<file path="config.mk">
export PLATFORM = sky130hd
export DESIGN_NAME = fault_code_table
export DESIGN_NICKNAME = d
export VERILOG_FILES = /design/src/rtl/core/fct_pkg.sv /design/src/rtl/core/fct_cell.sv /design/src/rtl/core/fault_code_table.sv
export SDC_FILE = /design/constraint.sdc
export NUM_CORES = 1
export LEC_CHECK = 0
export ABC_CLOCK_PERIOD_IN_PS = 4100
export BUFFER_PORTS_ARGS = -buffer_cell sky130_fd_sc_hd__buf_2
export CORE_ASPECT_RATIO = 0.9
export CORE_UTILIZATION = 57
export DETAILED_ROUTE_END_ITERATION = 10
export PLACE_DENSITY = 0.74
export SLEW_MARGIN = 20
export SYNTH_ARGS = -nofsm -noshare
export SYNTH_HDL_FRONTEND = slang
export SYNTH_HIERARCHICAL = 1
export SYNTH_SLANG_ARGS = --single-unit
export TNS_END_PERCENT = 30
</file>
<file path="constraint.sdc">
create_clock -name clk -period 4.1 [get_ports clk]
set_clock_uncertainty 0.15 [all_clocks]
set_input_delay 0.205 -clock clk [delete_from_list [all_inputs] [get_ports clk]]
set_output_delay 0.205 -clock clk [all_outputs]
set_load 0.02 [all_outputs]
</file>
<file path="src/rtl/core/fct_pkg.sv">
// ----------------------------------------------------------------------------
// fct_pkg: shared types and constants for the fault code table
// Table depth, field widths, operation codes, the broadcast operation bundle
// and the rank token that walks down the row of slot cells.
// ----------------------------------------------------------------------------
package fct_pkg;

	// number of slots in the table (1 to 31, as the active count is ACT_W bits wide)
	localparam int TABLE_DEPTH = 16;

	// fixed field widths
	localparam int MODE_W = 2;
	localparam int CODE_W = 16;
	localparam int RANK_W = 4;
	localparam int ACT_W  = 5;

	// slot count and running active count both go up to TABLE_DEPTH
	localparam int CNT_W = $clog2(TABLE_DEPTH + 1);
	// width used to compare a running count with the query rank
	localparam int CMP_W = (CNT_W > RANK_W) ? CNT_W : RANK_W;

	// operation codes
	localparam logic [MODE_W-1:0] MODE_SET = 2'd0;
	localparam logic [MODE_W-1:0] MODE_CLR = 2'd1;
	localparam logic [MODE_W-1:0] MODE_ALL = 2'd2;

	// operation broadcast to every cell
	typedef struct packed {
		logic              upd;
		logic [MODE_W-1:0] mode;
		logic [CODE_W-1:0] code;
		logic [RANK_W-1:0] rank;
	} op_t;

	// rank token handed from cell to cell
	typedef struct packed {
		logic              vld;
		logic [CNT_W-1:0]  seen;
		logic              hit;
		logic [CODE_W-1:0] code;
	} tok_t;

endpackage

</file>
<file path="src/rtl/core/fct_cell.sv">
// ----------------------------------------------------------------------------
// fct_cell: one slot of the fault code table
// Holds a code and an active mark, applies set, clear and append locally and
// advances the rank token by one slot per cycle.
// ----------------------------------------------------------------------------
module fct_cell (
	input  logic          clk,
	input  logic          arst_n,
	input  fct_pkg::op_t  op,
	input  logic          in_use,
	input  logic          append_en,
	output logic          match,
	input  fct_pkg::tok_t tok_in,
	output fct_pkg::tok_t tok_out
);
	import fct_pkg::*;

	logic [CODE_W-1:0] code_q;
	logic              active_q;
	tok_t              tok_q;
	tok_t              tok_nxt;

	// slot in use holding the requested code
	assign match = in_use && (code_q == op.code);

	// slot contents: append, or set / clear of a matching slot
	always_ff @(posedge clk) begin
		priority if (append_en) begin
			code_q   <= op.code;
			active_q <= 1'b1;
		end else if (op.upd && match && (op.mode == MODE_SET)) begin
			active_q <= 1'b1;
		end else if (op.upd && match && (op.mode == MODE_CLR)) begin
			active_q <= 1'b0;
		end else begin
			active_q <= active_q;
		end
	end

	// rank token update for this slot
	always_comb begin
		tok_nxt = tok_in;
		if (tok_in.vld && in_use && active_q) begin
			if (!tok_in.hit && (CMP_W'(tok_in.seen) == CMP_W'(op.rank))) begin
				tok_nxt.hit  = 1'b1;
				tok_nxt.code = code_q;
			end
			tok_nxt.seen = tok_in.seen + 1'b1;
		end
	end

	// hand the token to the next cell
	always_ff @(posedge clk or negedge arst_n) begin
		if (!arst_n) begin
			tok_q <= '0;
		end else begin
			tok_q <= tok_nxt;
		end
	end

	assign tok_out = tok_q;

endmodule

</file>
<file path="src/rtl/core/fault_code_table.sv">
// ----------------------------------------------------------------------------
// fault_code_table: diagnostic fault code table
// Row of slot cells with a small controller for slot count and handshakes.
// ----------------------------------------------------------------------------
// One beat in gives one beat out. After an input beat is taken the table is
// updated in the next cycle, then a rank token walks the row of slot cells,
// one cell per cycle, counting active slots and picking the code at the
// requested rank; the result is registered at the end of the row. The next
// input beat is taken only once the result has been taken, so one item is
// finished before the next is accepted. in_stall stays high while an item
// is in progress.
module fault_code_table (
	input  logic                       clk,
	input  logic                       arst_n,
	input  logic                       in_valid,
	output logic                       in_stall,
	input  logic [fct_pkg::MODE_W-1:0] mode,
	input  logic [fct_pkg::CODE_W-1:0] fault_code,
	input  logic [fct_pkg::RANK_W-1:0] query_index,
	output logic                       out_valid,
	input  logic                       out_stall,
	output logic [fct_pkg::ACT_W-1:0]  active_count,
	output logic [fct_pkg::CODE_W-1:0] query_code,
	output logic                       query_hit,
	output logic                       set_dropped
);
	import fct_pkg::*;

	logic                   busy_q;
	logic                   upd_q;
	logic [MODE_W-1:0]      mode_q;
	logic [CODE_W-1:0]      code_q;
	logic [RANK_W-1:0]      rank_q;
	logic [CNT_W-1:0]       used_q;
	logic                   dropped_q;
	tok_t                   tok0_q;
	logic                   out_valid_q;
	logic [ACT_W-1:0]       act_q;
	logic [CODE_W-1:0]      qcode_q;
	logic                   qhit_q;
	logic                   drop_out_q;

	op_t                    op;
	tok_t                   tok [TABLE_DEPTH+1];
	logic [TABLE_DEPTH-1:0] in_use;
	logic [TABLE_DEPTH-1:0] tail;
	logic [TABLE_DEPTH-1:0] match;
	logic [TABLE_DEPTH-1:0] append_en;
	logic [TABLE_DEPTH:0]   tok_vld;
	logic                   accept;
	logic                   take;
	logic                   found;
	logic                   full;
	logic                   do_append;

	assign accept = in_valid && !in_stall;
	assign take   = out_valid_q && !out_stall;
	assign in_stall = busy_q;

	// operation bundle seen by every cell
	assign op.upd  = upd_q;
	assign op.mode = mode_q;
	assign op.code = code_q;
	assign op.rank = rank_q;

	assign found     = |match;
	assign full      = (used_q == CNT_W'(TABLE_DEPTH));
	assign do_append = upd_q && (mode_q == MODE_SET) && !found && !full;

	// row of slot cells
	assign tok[0]     = tok0_q;
	assign tok_vld[0] = tok0_q.vld;
	for (genvar i = 0; i < TABLE_DEPTH; i++) begin : g_cell
		assign in_use[i]    = (CNT_W'(i) < used_q);
		assign tail[i]      = (CNT_W'(i) == used_q);
		assign append_en[i] = do_append && tail[i];
		assign tok_vld[i+1] = tok[i+1].vld;

		fct_cell u_cell (
			.clk       (clk),
			.arst_n    (arst_n),
			.op        (op),
			.in_use    (in_use[i]),
			.append_en (append_en[i]),
			.match     (match[i]),
			.tok_in    (tok[i]),
			.tok_out   (tok[i+1])
		);
	end

	// capture the input beat
	always_ff @(posedge clk) begin
		if (accept) begin
			mode_q <= mode;
			code_q <= fault_code;
			rank_q <= query_index;
		end
	end

	// drop flag for the update in progress
	always_ff @(posedge clk) begin
		if (upd_q) begin
			dropped_q <= (mode_q == MODE_SET) && !found && full;
		end
	end

	// sequencing, slot count and token launch
	always_ff @(posedge clk or negedge arst_n) begin
		if (!arst_n) begin
			busy_q  <= 1'b0;
			upd_q   <= 1'b0;
			used_q  <= '0;
			tok0_q  <= '0;
		end else begin
			upd_q      <= accept;
			tok0_q.vld <= upd_q;
			tok0_q.seen <= '0;
			tok0_q.hit  <= 1'b0;
			tok0_q.code <= '0;
			priority if (accept) begin
				busy_q <= 1'b1;
			end else if (take) begin
				busy_q <= 1'b0;
			end else begin
				busy_q <= busy_q;
			end
			priority if (upd_q && (mode_q == MODE_ALL)) begin
				used_q <= '0;
			end else if (do_append) begin
				used_q <= used_q + 1'b1;
			end else begin
				used_q <= used_q;
			end
		end
	end

	// output register at the end of the row
	always_ff @(posedge clk or negedge arst_n) begin
		if (!arst_n) begin
			out_valid_q <= 1'b0;
		end else begin
			priority if (tok[TABLE_DEPTH].vld) begin
				out_valid_q <= 1'b1;
			end else if (take) begin
				out_valid_q <= 1'b0;
			end else begin
				out_valid_q <= out_valid_q;
			end
		end
	end

	// result payload
	always_ff @(posedge clk) begin
		if (tok[TABLE_DEPTH].vld) begin
			act_q      <= ACT_W'(tok[TABLE_DEPTH].seen);
			qcode_q    <= tok[TABLE_DEPTH].code;
			qhit_q     <= tok[TABLE_DEPTH].hit;
			drop_out_q <= dropped_q;
		end
	end

	assign out_valid    = out_valid_q;
	assign active_count = act_q;
	assign query_code   = qcode_q;
	assign query_hit    = qhit_q;
	assign set_dropped  = drop_out_q;

`ifndef SYNTH
	// slot count never passes the table depth
	a_used_bound: assert property (@(posedge clk) disable iff (!arst_n)
		used_q <= CNT_W'(TABLE_DEPTH))
		else $error("slot count beyond table depth");

	// at most one rank token in the row
	a_one_token: assert property (@(posedge clk) disable iff (!arst_n)
		$onehot0(tok_vld))
		else $error("more than one rank token in flight");

	// a result is only held while its item is in progress
	a_out_busy: assert property (@(posedge clk) disable iff (!arst_n)
		out_valid_q |-> busy_q)
		else $error("result without an item in progress");

	// an accepted beat starts the table update in the next cycle
	a_upd_follows: assert property (@(posedge clk) disable iff (!arst_n)
		accept |=> (upd_q && busy_q))
		else $error("update did not follow an accepted beat");
`endif

endmodule

</file>
# == Yosys cells after proc, flatten, opt, wreduce, memory -nomap -nowiden ==
# Index checks and enable logic that the tools add are counted.
# classes
addsub,16
magnitude_cmp,16
eq_ne,49
n_mux,37
n_reduce_logical,177
# ops
cell,count
$mux 22,14
$mux 17,16
$eq 16x16->1,16
$logic_and 1x1->1,135
$add 5x1->5 const B,15
$eq 5x4->1,14
$eq 4x5->1 const A,8
$lt 4x5->1 const A,8
$reduce_or 2->1,16
$eq 3x5->1 const A,4
$lt 3x5->1 const A,4
$logic_not 1->1,19
$mux 19,1
$mux 18,1
$reduce_or 16->1,1
$eq 2x5->1 const A,2
$lt 1x5->1 const A,2
$lt 2x5->1 const A,2
$mux 5,2
$reduce_bool 2->1,3
$eq 1x5->1 const A,1
$eq 5x5->1 const B,1
$logic_not 5->1,1
$eq 1x4->1,1
other kinds (6),8
# totals
reg_bits,691
in_bits,26
out_inout_bits,25
wordCells,404

# == Depth between registers and ports, before layout ==
# Gate-level depths: netlist (run 1).
# depth
depth_word,8
mapped_depth,15
mapped_depth_nobuf,12

# == By module ==
# Netlist (run 1), hierarchy kept.
# by_module_without_submodules
module,instances,cells_per_inst,area_each_um2
fct_cell,16,107,1685.4
fault_code_table,1,149,2253.4

# == Least setup slack after synthesis (run 1) ==
# OpenSTA, ideal clock, no wires.
# synth_path
path_kind,reg-to-reg
startpoint,"register, netlist name code_q[9]"
endpoint,"register g_cell[11].u_cell.code_q[0], enable pin"
setup_time_ns,0.437
arrival_ns,3.891
required_ns,3.513
setup_slack_ns,-0.378
path_stages_with_launch,9
path_cell_list,edfxtp_1 -> a222oi_1 -> nand3_1 -> nor2_1 -> nor4_4 -> and4_1 -> buf_4 -> nand2_2 -> nor4_1
# synth_rtl
item,line,rtl
end signal: assignment,fct_cell.sv:29,code_q <= op.code;
end: declaration,fct_cell.sv:18,logic [CODE_W-1:0] code_q;

# == Final worst setup path (run 1) ==
# layout_path
startpoint,register used_q[4]
endpoint,"register g_cell[10].u_cell.code_q[11], enable pin"
# layout_via
elab_chain_cells,7
# layout_lines
item,line,rtl
start: declaration,fault_code_table.sv:34,logic [CNT_W-1:0] used_q;
start signal: assignment,fault_code_table.sv:130,used_q <= used_q + 1'b1;
start signal: assignment,fault_code_table.sv:132,used_q <= used_q;
$lt 2x5->1,fault_code_table.sv:74,assign in_use[i] = (CNT_W'(i) < used_q);
via in_use[3],fault_code_table.sv:45,logic [TABLE_DEPTH-1:0] in_use;
$logic_and 1x1->1,fct_cell.sv:24,assign match = in_use && (code_q == op.code);
$reduce_or 16->1,fault_code_table.sv:66,assign found = |match;
$logic_not 1->1,fault_code_table.sv:68,assign do_append = upd_q && (mode_q == MODE_SET) && !found && !full;
$logic_and 1x1->1 (2 in series),fault_code_table.sv:68,
$logic_and 1x1->1,fault_code_table.sv:76,assign append_en[i] = do_append && tail[i];
via append_en[10],fault_code_table.sv:48,logic [TABLE_DEPTH-1:0] append_en;
end signal: assignment,fct_cell.sv:29,
end: declaration,fct_cell.sv:18,
# The timed path passes the listed nets, and every way through them passes these cells.
# A chain may end at the register's enable or synchronous reset.

==> qor.csv, run 1 <==
metric;value;unit
CTS Buf Count;68;
Worst-Skew Late Latency;0.62;ns
unrepaired setup endpoints after global routing;no;
Final Max Tran Viols;0;
vias per inst;5.53;
Reg-to-Reg Start;used_q[4];
FF+latch count, synth;695;
initial antenna violation count;2;
Cells after Synth;1861;
first-pass GRT wire length;93.3;mm
Die H;217;µm
Clock Sinks;695;
post-CTS setup buffer count;0;
final non-filler cell area;33300;µm²
Synth Flop Type;dfrtp_1;
synthesized area per cell;15.7;µm²
routed wire length;59.9;mm
worst endpoint required time;4.23;ns
Area Overhead vs Synth;13.9;%
Critical Path Source Type;flip-flop;
Crit. Startpoint;used_q[4];
Ports;51;
Die W;241;µm
Post-synth EDFFs;302;
Crit path arrival time;3.99;ns
Antenna Cells;0;
max frequency;0.260;GHz
GRT Overall Usage;0.239;
fin crit period;3.85;ns
HP Class;in2async;
ratio of cells with drive above 1 in the final layout;0.240;
ANT nets after route;0;
DP HPWL;38.8;mm
Rel. slew slack;0.254;
Synth async-reset ratio;0.542;
Post-route DRC;0;
critical path class;reg2reg;
Nets;2091;
starting density of the core;0.578;
total grt overflow;0;
Leak;0.0133;µW
CTS clock-pin slew for the worst setup and hold paths;0.06;ns
largest net degree at the start of global routing;90;
root buf cell;clkbuf_16;
Setup TNS;0;ns
CTS tree;built;
max cap viols;0;
peak supply drop;0.338;mV
fill count;3493;
GPL Wtd Cong;0.856;
DR iter-0 viols;1112;
Slew @ Worst Pin;1.12;ns
Rows;78;
share of the yosys chip area belonging to registers;0.644;
H-tree depth;3;
WL/cell;21.5;µm
crit-path max FO;18;
Initial DRT Pass Iterations;7;
status;finished clean;
final worst setup slack;0.250;ns
Via Count;15397;
synth unique cells;48;
vias in the first global route;16126;
Die ar.;52200;µm²
endpoints failing hold;0;
PD cells;431;nW/µm²
Max Root-Sink Buffers;3;
IO buf count;50;
pre-CTS setup slack;0.322;ns
share of the clock period used by the worst path;0.939;
Post-Syn Area;29200;µm²
warnings from Yosys;6;
Core Area;50600;µm²
Final setup viols;0;
Setup crit end kind;flip-flop;
post-detailed-placement cell area;30800;µm²
[timing repair]
action                                  CTS  global route
endpoints found under the setup margin    0             0
hold buffers                             25             0
gates resized for setup                   0             0
endpoints found under the hold margin   108             0
[metal layers]
layer | global-route usage | vias up | part of all wire
li1 | - | 7031 | -
met1 | 0.317 | 7885 | 0.42
met2 | 0.398 | 385 | 0.50
met3 | 0.0457 | 96 | 0.051
met4 | 0.0786 | 0 | 0.026
met5 | 0 | - | 0
[placed cells by master, fill, tap and decap left out, types with 17 or more instances in the layout]
cell type      count
dfrtp_1          376
conb_1            35
nand2b_1          22
xnor2_1          192
o21ai_0           20
xor2_1           144
inv_1             38
mux2_2            48
buf_2             49
nand2_1           40
buf_12            17
ha_1              19
clkinv_1          21
nor3_2            22
clkbuf_1          23
nor3_1            17
buf_4             44
nor2_1            37
nand4_1           66
nand3_1           20
clkbuf_16         70
and3_1            17
mux2_1            64
dlygate4sd3_1     25
mux2_4           160
edfxtp_1         302
[critical path: stages (launching register included)]
cell     delay (ns)
dfrtp_1        0.55
or3_1          0.51
or3_1          0.36
o21ai_0        0.10
or4_4          0.17
nor2_1         0.06
nor4_4         0.30
and3_1         0.31
nand2_2        0.36
nor4_2         0.33
buf_4          0.31
[path summary, 6_finish.rpt]
kind / to / slack, ns / depth (start not counted)
worst max register to register: g_cell[10].u_cell/code_q[11] / 0.25 / 10
worst max-delay path: g_cell[10].u_cell/code_q[11] / 0.25 / 10
min in group clk: mode_q[0] / 0.16 / 2
worst min-delay path: g_cell[13].u_cell/tok_out[8] / 0.1 / 2
max in group asynchronous: g_cell[3].u_cell/tok_out[0] / 2.70 / 3
worst min register to register: g_cell[8].u_cell/tok_out[22] / 0.22 / 0
[layout make-up]
class                   count  area (µm²)  area share
flip-flops and latches    695       18800       0.566
multi-input cells        1091       10000       0.301
clock buffers             100        1930      0.0581
repair buffers            136        1180      0.0355
well taps                 680         851      0.0256
clock inverters            26         275     0.00827
inverters                  54         203     0.00609
[stage by stage]
| step | util | instances | hold slack (ns) | power [µW] |
|---|---|---|---|---|
| 2_1_floorplan | - | 1895 | -0.241 | 8040 |
| 4_1_cts | 0.658 | 2782 | 0.103 | 14500 |
| 3_5_place_dp | 0.609 | 2631 | 0.153 | 8310 |
| 6_report | 0.658 | 2782 | 0.0955 | 14300 |
| 3_3_place_gp | 0.609 | 2631 | 0.150 | 8290 |
| 5_1_grt | 0.658 | 2782 | 0.138 | 14800 |
[flip-flops by register name, summed over array words and instances, names as in the netlist]
signal and count:
g_cell.u_cell/tok_out 368, g_cell.u_cell/code_q 256, code_q 16, g_cell.u_cell/active_q 16, query_code 16, active_count 5, used_q 5, rank_q 4
mode_q 2, dropped_q 1, in_stall 1, out_valid 1, query_hit 1, set_dropped 1, tok 1, upd_q 1
[Yosys cell counts (20+ instances only)]
cell type  number  area, µm²
edfxtp_1      302       9070
nand2_1        40        150
inv_1          38        143
o21ai_0        20        100
mux2_1         64        721
nand4_1        66        413
nor4_1         20        125
xor2_1        144       1260
mux2_4        160       2400
nor2_1         37        139
nand2b_1       22        138
nand3_1        20        100
xnor2_1       192       1680
mux2_2         48        541
nor3_1         23        115
dfrtp_1       377       9430
[logic make-up after synthesis]
logic type | after synthesis | share of synthesized area
flip-flops | 695 | 0.644
AND/OR/NAND/NOR | 345 | 0.0785
XOR/XNOR | 336 | 0.101
multiplexers | 288 | 0.131
buffers and inverters | 109 | 0.0214
AO/OA/AOI/OAI | 68 | 0.0160
adder cells (fa/ha/maj) | 19 | 0.00814
other | 1 | 0.000128
[power by group]
part	internal (µW)	total, µW	switching [µW]
clock network	3610	6150	2550
logic	297	604	308
registers	7450	7590	140
total	11400	14300	2990
(Power assumes the default switching activity.)
==> inputs of run 2 (changes only) <==
--- a/config.mk
+++ b/config.mk
@@ -7,10 +7,11 @@
 export LEC_CHECK = 0
 export ABC_CLOCK_PERIOD_IN_PS = 4100
 export BUFFER_PORTS_ARGS = -buffer_cell sky130_fd_sc_hd__buf_2
+export CAP_MARGIN = 0
 export CORE_ASPECT_RATIO = 0.9
-export CORE_UTILIZATION = 57
+export CORE_UTILIZATION = 25
 export DETAILED_ROUTE_END_ITERATION = 10
-export PLACE_DENSITY = 0.74
+export PLACE_DENSITY = 0.38
 export SLEW_MARGIN = 20
 export SYNTH_ARGS = -nofsm -noshare
 export SYNTH_HDL_FRONTEND = slang
==> qor.csv, run 2 (same netlist as run 1, synthesis figures left out) <==
metric;value;unit;change
share of the clock period used by the worst path;0.925;;was 0.939
WL/cell;19.7;µm;was 21.5 µm
post_cts resized;0;;unchanged
Initial DRT Pass Iterations;5;;was 7
max frequency;0.264;GHz;was 0.260 GHz
CTS clock-pin slew for the worst setup and hold paths;0.06;ns;about the same
vias per inst;4.09;;was 5.53
Via Count;15124;;was 15397
fin crit period;3.79;ns;was 3.85 ns
endpoints failing hold;0;;unchanged
Area Overhead vs Synth;19.8;%;was 13.9%
total grt overflow;0;;unchanged
Critical Path, Cell by Cell;buf_4, nand3_1, o21bai_1, o21ai_0, or4_4, nor2_1, nor4_4, and3_1, nand2_2, buf_4, nor3_2, buf_4, nor2b_1, mux2i_1;;was or3_1, or3_1, o21ai_0, or4_4, nor2_1, nor4_4, and3_1, nand2_2, nor4_2, buf_4
Max Root-Sink Buffers;3;;unchanged
final non-filler cell area;35000;µm²;was 33300 µm²
post-detailed-placement cell area;32100;µm²;was 30800 µm²
Slew @ Worst Pin;0.945;ns;was 1.12 ns
initial antenna violation count;4;;was 2
starting density of the core;0.253;;was 0.578
crit-path max FO;18;;unchanged
final worst setup slack;0.309;ns;was 0.250 ns
DR iter-0 viols;886;;was 1112
stages on the worst setup path;14;;was 10
status;finished clean;;unchanged
Die H;326;µm;was 217 µm
vias in the first global route;16586;;was 16126
most used cell, CP;buf_4;;was or3_1
critical path class;reg2reg;;unchanged
Crit path max-delay family;simple AND/OR/NAND/NOR gates;;unchanged
GRT Overall Usage;0.126;;was 0.239
R2R cell count;14;;was 10
post-CTS setup buffer count;0;;unchanged
CTS Buf Count;78;;was 68
Leak;0.0136;µW;was 0.0133 µW
Setup TNS;0;ns;unchanged
ratio of cells with drive above 1 in the final layout;0.256;;was 0.240
Clock Sinks;695;;unchanged
ANT nets after route;0;;unchanged
Die ar.;118000;µm²;was 52200 µm²
Worst path slowest cell;or4_4;;was dfrtp_1
HP Class;in2async;;unchanged
Largest stage delay, worst path;0.58;ns;was 0.55 ns
Ports;51;;unchanged
largest net degree at the start of global routing;114;;was 90
leading cell types in the layout, fill and taps excluded;dfrtp_1, edfxtp_1, xnor2_1, mux2_4, xor2_1;;unchanged
GPL Wtd Cong;0.770;;was 0.856
Critical Path Source Type;flip-flop;;unchanged
worst endpoint required time;4.47;ns;was 4.23 ns
Final setup viols;0;;unchanged
Die W;362;µm;was 241 µm
Worst-Skew Late Latency;0.66;ns;was 0.62 ns
Post-route DRC;0;;unchanged
CP bufs+invs;3;;was 1
CTS tree;built;;unchanged
commonest non-fill, non-tap cell in the layout;dfrtp_1;;unchanged
Final Max Tran Viols;0;;unchanged
max cap viols;0;;unchanged
max reg flops;368;;unchanged
DP HPWL;48.7;mm;was 38.8 mm
first-pass GRT wire length;111;mm;was 93.3 mm
routed wire length;72.9;mm;was 59.9 mm
Rel. slew slack;0.370;;was 0.254
IO buf count;50;;unchanged
unrepaired setup endpoints after global routing;no;;unchanged
Setup crit end kind;flip-flop;;unchanged
root buf cell;clkbuf_16;;unchanged
Crit path arrival time;4.16;ns;was 3.99 ns
Rows;118;;was 78
PD cells;440;nW/µm²;was 431 nW/µm²
Core Area;115000;µm²;was 50600 µm²
H-tree depth;3;;unchanged
Nets;2120;;was 2091
pre-CTS setup slack;0.282;ns;was 0.322 ns
peak supply drop;0.281;mV;was 0.338 mV
hold slack;0.000438;ns;was 0.0955 ns
[run 2: cell types whose count changed in the layout (fill, tap and decap cells not counted), sizes merged]
cell      change
diode         +1
clkinv        +6
bufinv        +3
buf          +18
clkbuf        +5
clkinvlp      +7
[run 2: metal layers]
metal  track usage  part of all wire
met1         0.170              0.47
met2         0.207              0.49
met3        0.0242             0.029
met4        0.0298             0.019
met5             0                 0
[run 2: layout make-up]
cell class,instances,area (µm²)
antenna,1,2.50
fill,11549,80400
multi-input combinational,1091,10000
tap,1560,1950
timing repair buffer,155,1390
inverter,54,203
sequential,695,18800
clock inverter,42,495
clock buffer,104,2150
[run 2: final timing paths]
| path | endpoint | startpoint | slack (ns) |
|---|---|---|---|
| max | g_cell[12].u_cell/active_q | used_q[2] | 0.31 |
| min | g_cell[10].u_cell/tok_out[7] | arst_n | 0.0004 |
| max reg2reg | g_cell[12].u_cell/active_q | used_q[2] | 0.31 |
| min reg2reg | g_cell[6].u_cell/tok_out[22] | g_cell[5].u_cell/tok_out[22] | 0.22 |
| max in group asynchronous | g_cell[5].u_cell/tok_out[5] | arst_n | 2.62 |
| min in group clk | code_q[3] | fault_code[3] | 0.12 |
[run 2: power by group]
group	internal (µW)	switching (µW)
clock network	4230	2940
registers	7450	134
logic	299	333
[run 2: repair_timing]
item | 4_1_cts | 5_1_grt
hold buffers | 25 | 0
endpoints found under the setup margin | 0 | 0
hold endpoints to repair | 112 | 0
[run 2: through the flow]
step	util	power, µW	cells
CTS	0.303	15700	3700
floorplan	-	8040	1895
global route	0.303	16000	3701
global placement	0.278	8360	3528
detailed placement	0.278	8360	3529
finish	0.303	15400	3702
==> inputs of run 3 (changes only) <==
--- a/config.mk
+++ b/config.mk
@@ -11,7 +11,7 @@
 export CORE_ASPECT_RATIO = 0.9
 export CORE_UTILIZATION = 25
 export DETAILED_ROUTE_END_ITERATION = 10
-export PLACE_DENSITY = 0.38
+export PLACE_DENSITY = 0.47
 export SLEW_MARGIN = 20
 export SYNTH_ARGS = -nofsm -noshare
 export SYNTH_HDL_FRONTEND = slang
==> qor.csv, run 3 (same netlist as run 1, synthesis figures left out) <==
metric;value;unit;change
status;finished clean;;unchanged
Rows;118;;unchanged
Die W;362;µm;unchanged
DR iter-0 viols;893;;was 886
Final setup viols;0;;unchanged
Via Count;15131;;was 15124
crit-path max FO;18;;unchanged
Final Max Tran Viols;0;;unchanged
max cap viols;0;;unchanged
Max Root-Sink Buffers;3;;unchanged
peak supply drop;0.256;mV;was 0.281 mV
total grt overflow;0;;unchanged
Nets;2122;;was 2120
max frequency;0.266;GHz;was 0.264 GHz
starting density of the core;0.253;;unchanged
ratio of cells with drive above 1 in the final layout;0.253;;was 0.256
RR Endpoint;g_cell[6].u_cell/active_q;;was g_cell[12].u_cell/active_q
fin crit period;3.77;ns;was 3.79 ns
WL/cell;18.1;µm;was 19.7 µm
routed wire length;67.0;mm;was 72.9 mm
DP HPWL;45.0;mm;was 48.7 mm
Reg-to-Reg Start;used_q[1];;was used_q[2]
Leak;0.0135;µW;was 0.0136 µW
Rel. slew slack;0.271;;was 0.370
Area Overhead vs Synth;19.0;%;was 19.8%
Die H;326;µm;unchanged
Die ar.;118000;µm²;unchanged
endpoints failing hold;0;;unchanged
PD cells;424;nW/µm²;was 440 nW/µm²
largest net degree at the start of global routing;110;;was 114
R2R cell count;13;;was 14
vias in the first global route;16368;;was 16586
ANT nets after route;0;;unchanged
first-pass GRT wire length;103;mm;was 111 mm
post-detailed-placement cell area;32100;µm²;about the same
H-tree depth;3;;unchanged
Crit path arrival time;4.12;ns;was 4.16 ns
unrepaired setup endpoints after global routing;no;;unchanged
Initial DRT Pass Iterations;5;;unchanged
CTS Buf Count;74;;was 78
root buf cell;clkbuf_16;;unchanged
leading cell types in the layout, fill and taps excluded;dfrtp_1, edfxtp_1, xnor2_1, mux2_4, xor2_1;;unchanged
critical path class;reg2reg;;unchanged
initial antenna violation count;3;;was 4
Clock Sinks;695;;unchanged
Critical Path Source Type;flip-flop;;unchanged
Core Area;115000;µm²;unchanged
GPL Wtd Cong;0.774;;was 0.770
final worst setup slack;0.335;ns;was 0.309 ns
vias per inst;4.09;;about the same
GRT Overall Usage;0.114;;was 0.126
Slew @ Worst Pin;1.09;ns;was 0.945 ns
IO buf count;50;;unchanged
Post-route DRC;0;;unchanged
Setup crit end kind;flip-flop;;unchanged
Worst-Skew Late Latency;0.63;ns;was 0.66 ns
CTS tree;built;;unchanged
share of the clock period used by the worst path;0.918;;was 0.925
final non-filler cell area;34800;µm²;was 35000 µm²
pre-CTS setup slack;0.368;ns;was 0.282 ns
max reg flops;368;;unchanged
HP Class;in2async;;unchanged
reg2reg setup slack;0.33;ns;was 0.31 ns
post_cts resized;0;;unchanged
worst endpoint required time;4.45;ns;was 4.47 ns
CTS clock-pin slew for the worst setup and hold paths;0.06;ns;about the same
commonest non-fill, non-tap cell in the layout;dfrtp_1;;unchanged
Ports;51;;unchanged
==> run 3: worst max-delay path by stage <==
stage                             endpoint  cells after the start  startpoint
6_report         g_cell[6].u_cell/active_q                     13   used_q[1]
5_1_grt         g_cell[14].u_cell/active_q                     13   used_q[1]
4_1_cts         g_cell[14].u_cell/active_q                     13   used_q[1]
3_5_place_dp    g_cell[11].u_cell/active_q                     13   used_q[1]
3_3_place_gp    g_cell[13].u_cell/active_q                     14   used_q[2]
2_1_floorplan  g_cell[11].u_cell/code_q[0]                      8   code_q[9]
==> run 3: cell type report <==
class	instances	area, µm²
multi-input cells	1091	10000
clock inverters	28	246
fillers	11488	80700
flip-flops and latches	695	18800
clock buffers	110	2140
repair buffers	161	1390
diodes	1	2.50
well taps	1560	1950
inverters	54	203
==> run 3: metal layers <==
| metal | vias to the layer above | track usage | wire (µm) |
|---|---|---|---|
| li1 | 7087 | - | - |
| met1 | 7717 | 0.157 | 31900 |
| met2 | 242 | 0.184 | 31600 |
| met3 | 85 | 0.0218 | 2250 |
| met4 | 0 | 0.0277 | 1310 |
| met5 | - | 0 | 0 |
==> run 3: power breakdown <==
group / switching (µW) / internal (µW)
Clock: 2760 / 3780
Sequential: 131 / 7450
Combinational: 323 / 300
==> run 3: worst max-delay path, cell delays in order, from the launching register on <==
cell and delay (ns):
dfrtp_1 0.65, nand3_1 0.28, o21bai_1 0.28, o21ai_0 0.14, or4_4 0.56, nor2_1 0.34, nor4_4 0.06, and3_1 0.26
nand2_2 0.23, buf_12 0.19, nor4_4 0.05, buf_4 0.22, nor2b_1 0.14, mux2i_1 0.09
==> run 3: repair_timing <==
action / 4_1_cts / 5_1_grt
hold buffers: 25 / 0
endpoints found under the hold margin: 128 / 0
endpoints found under the setup margin: 0 / 1
buffers inserted: 0 / 4
==> run 3: through the flow <==
stage / setup TNS [ns] / util / hold slack [ns] / power, µW / std cells
floorplan: -25.95 / - / -0.241 / 8040 / 1895
CTS: 0 / 0.301 / 0.0972 / 15000 / 3695
detailed placement: 0 / 0.278 / 0.205 / 8340 / 3532
global placement: 0 / 0.278 / 0.204 / 8330 / 3532
finish: 0 / 0.301 / 0.129 / 14700 / 3700
global route: 0 / 0.301 / 0.117 / 15300 / 3699
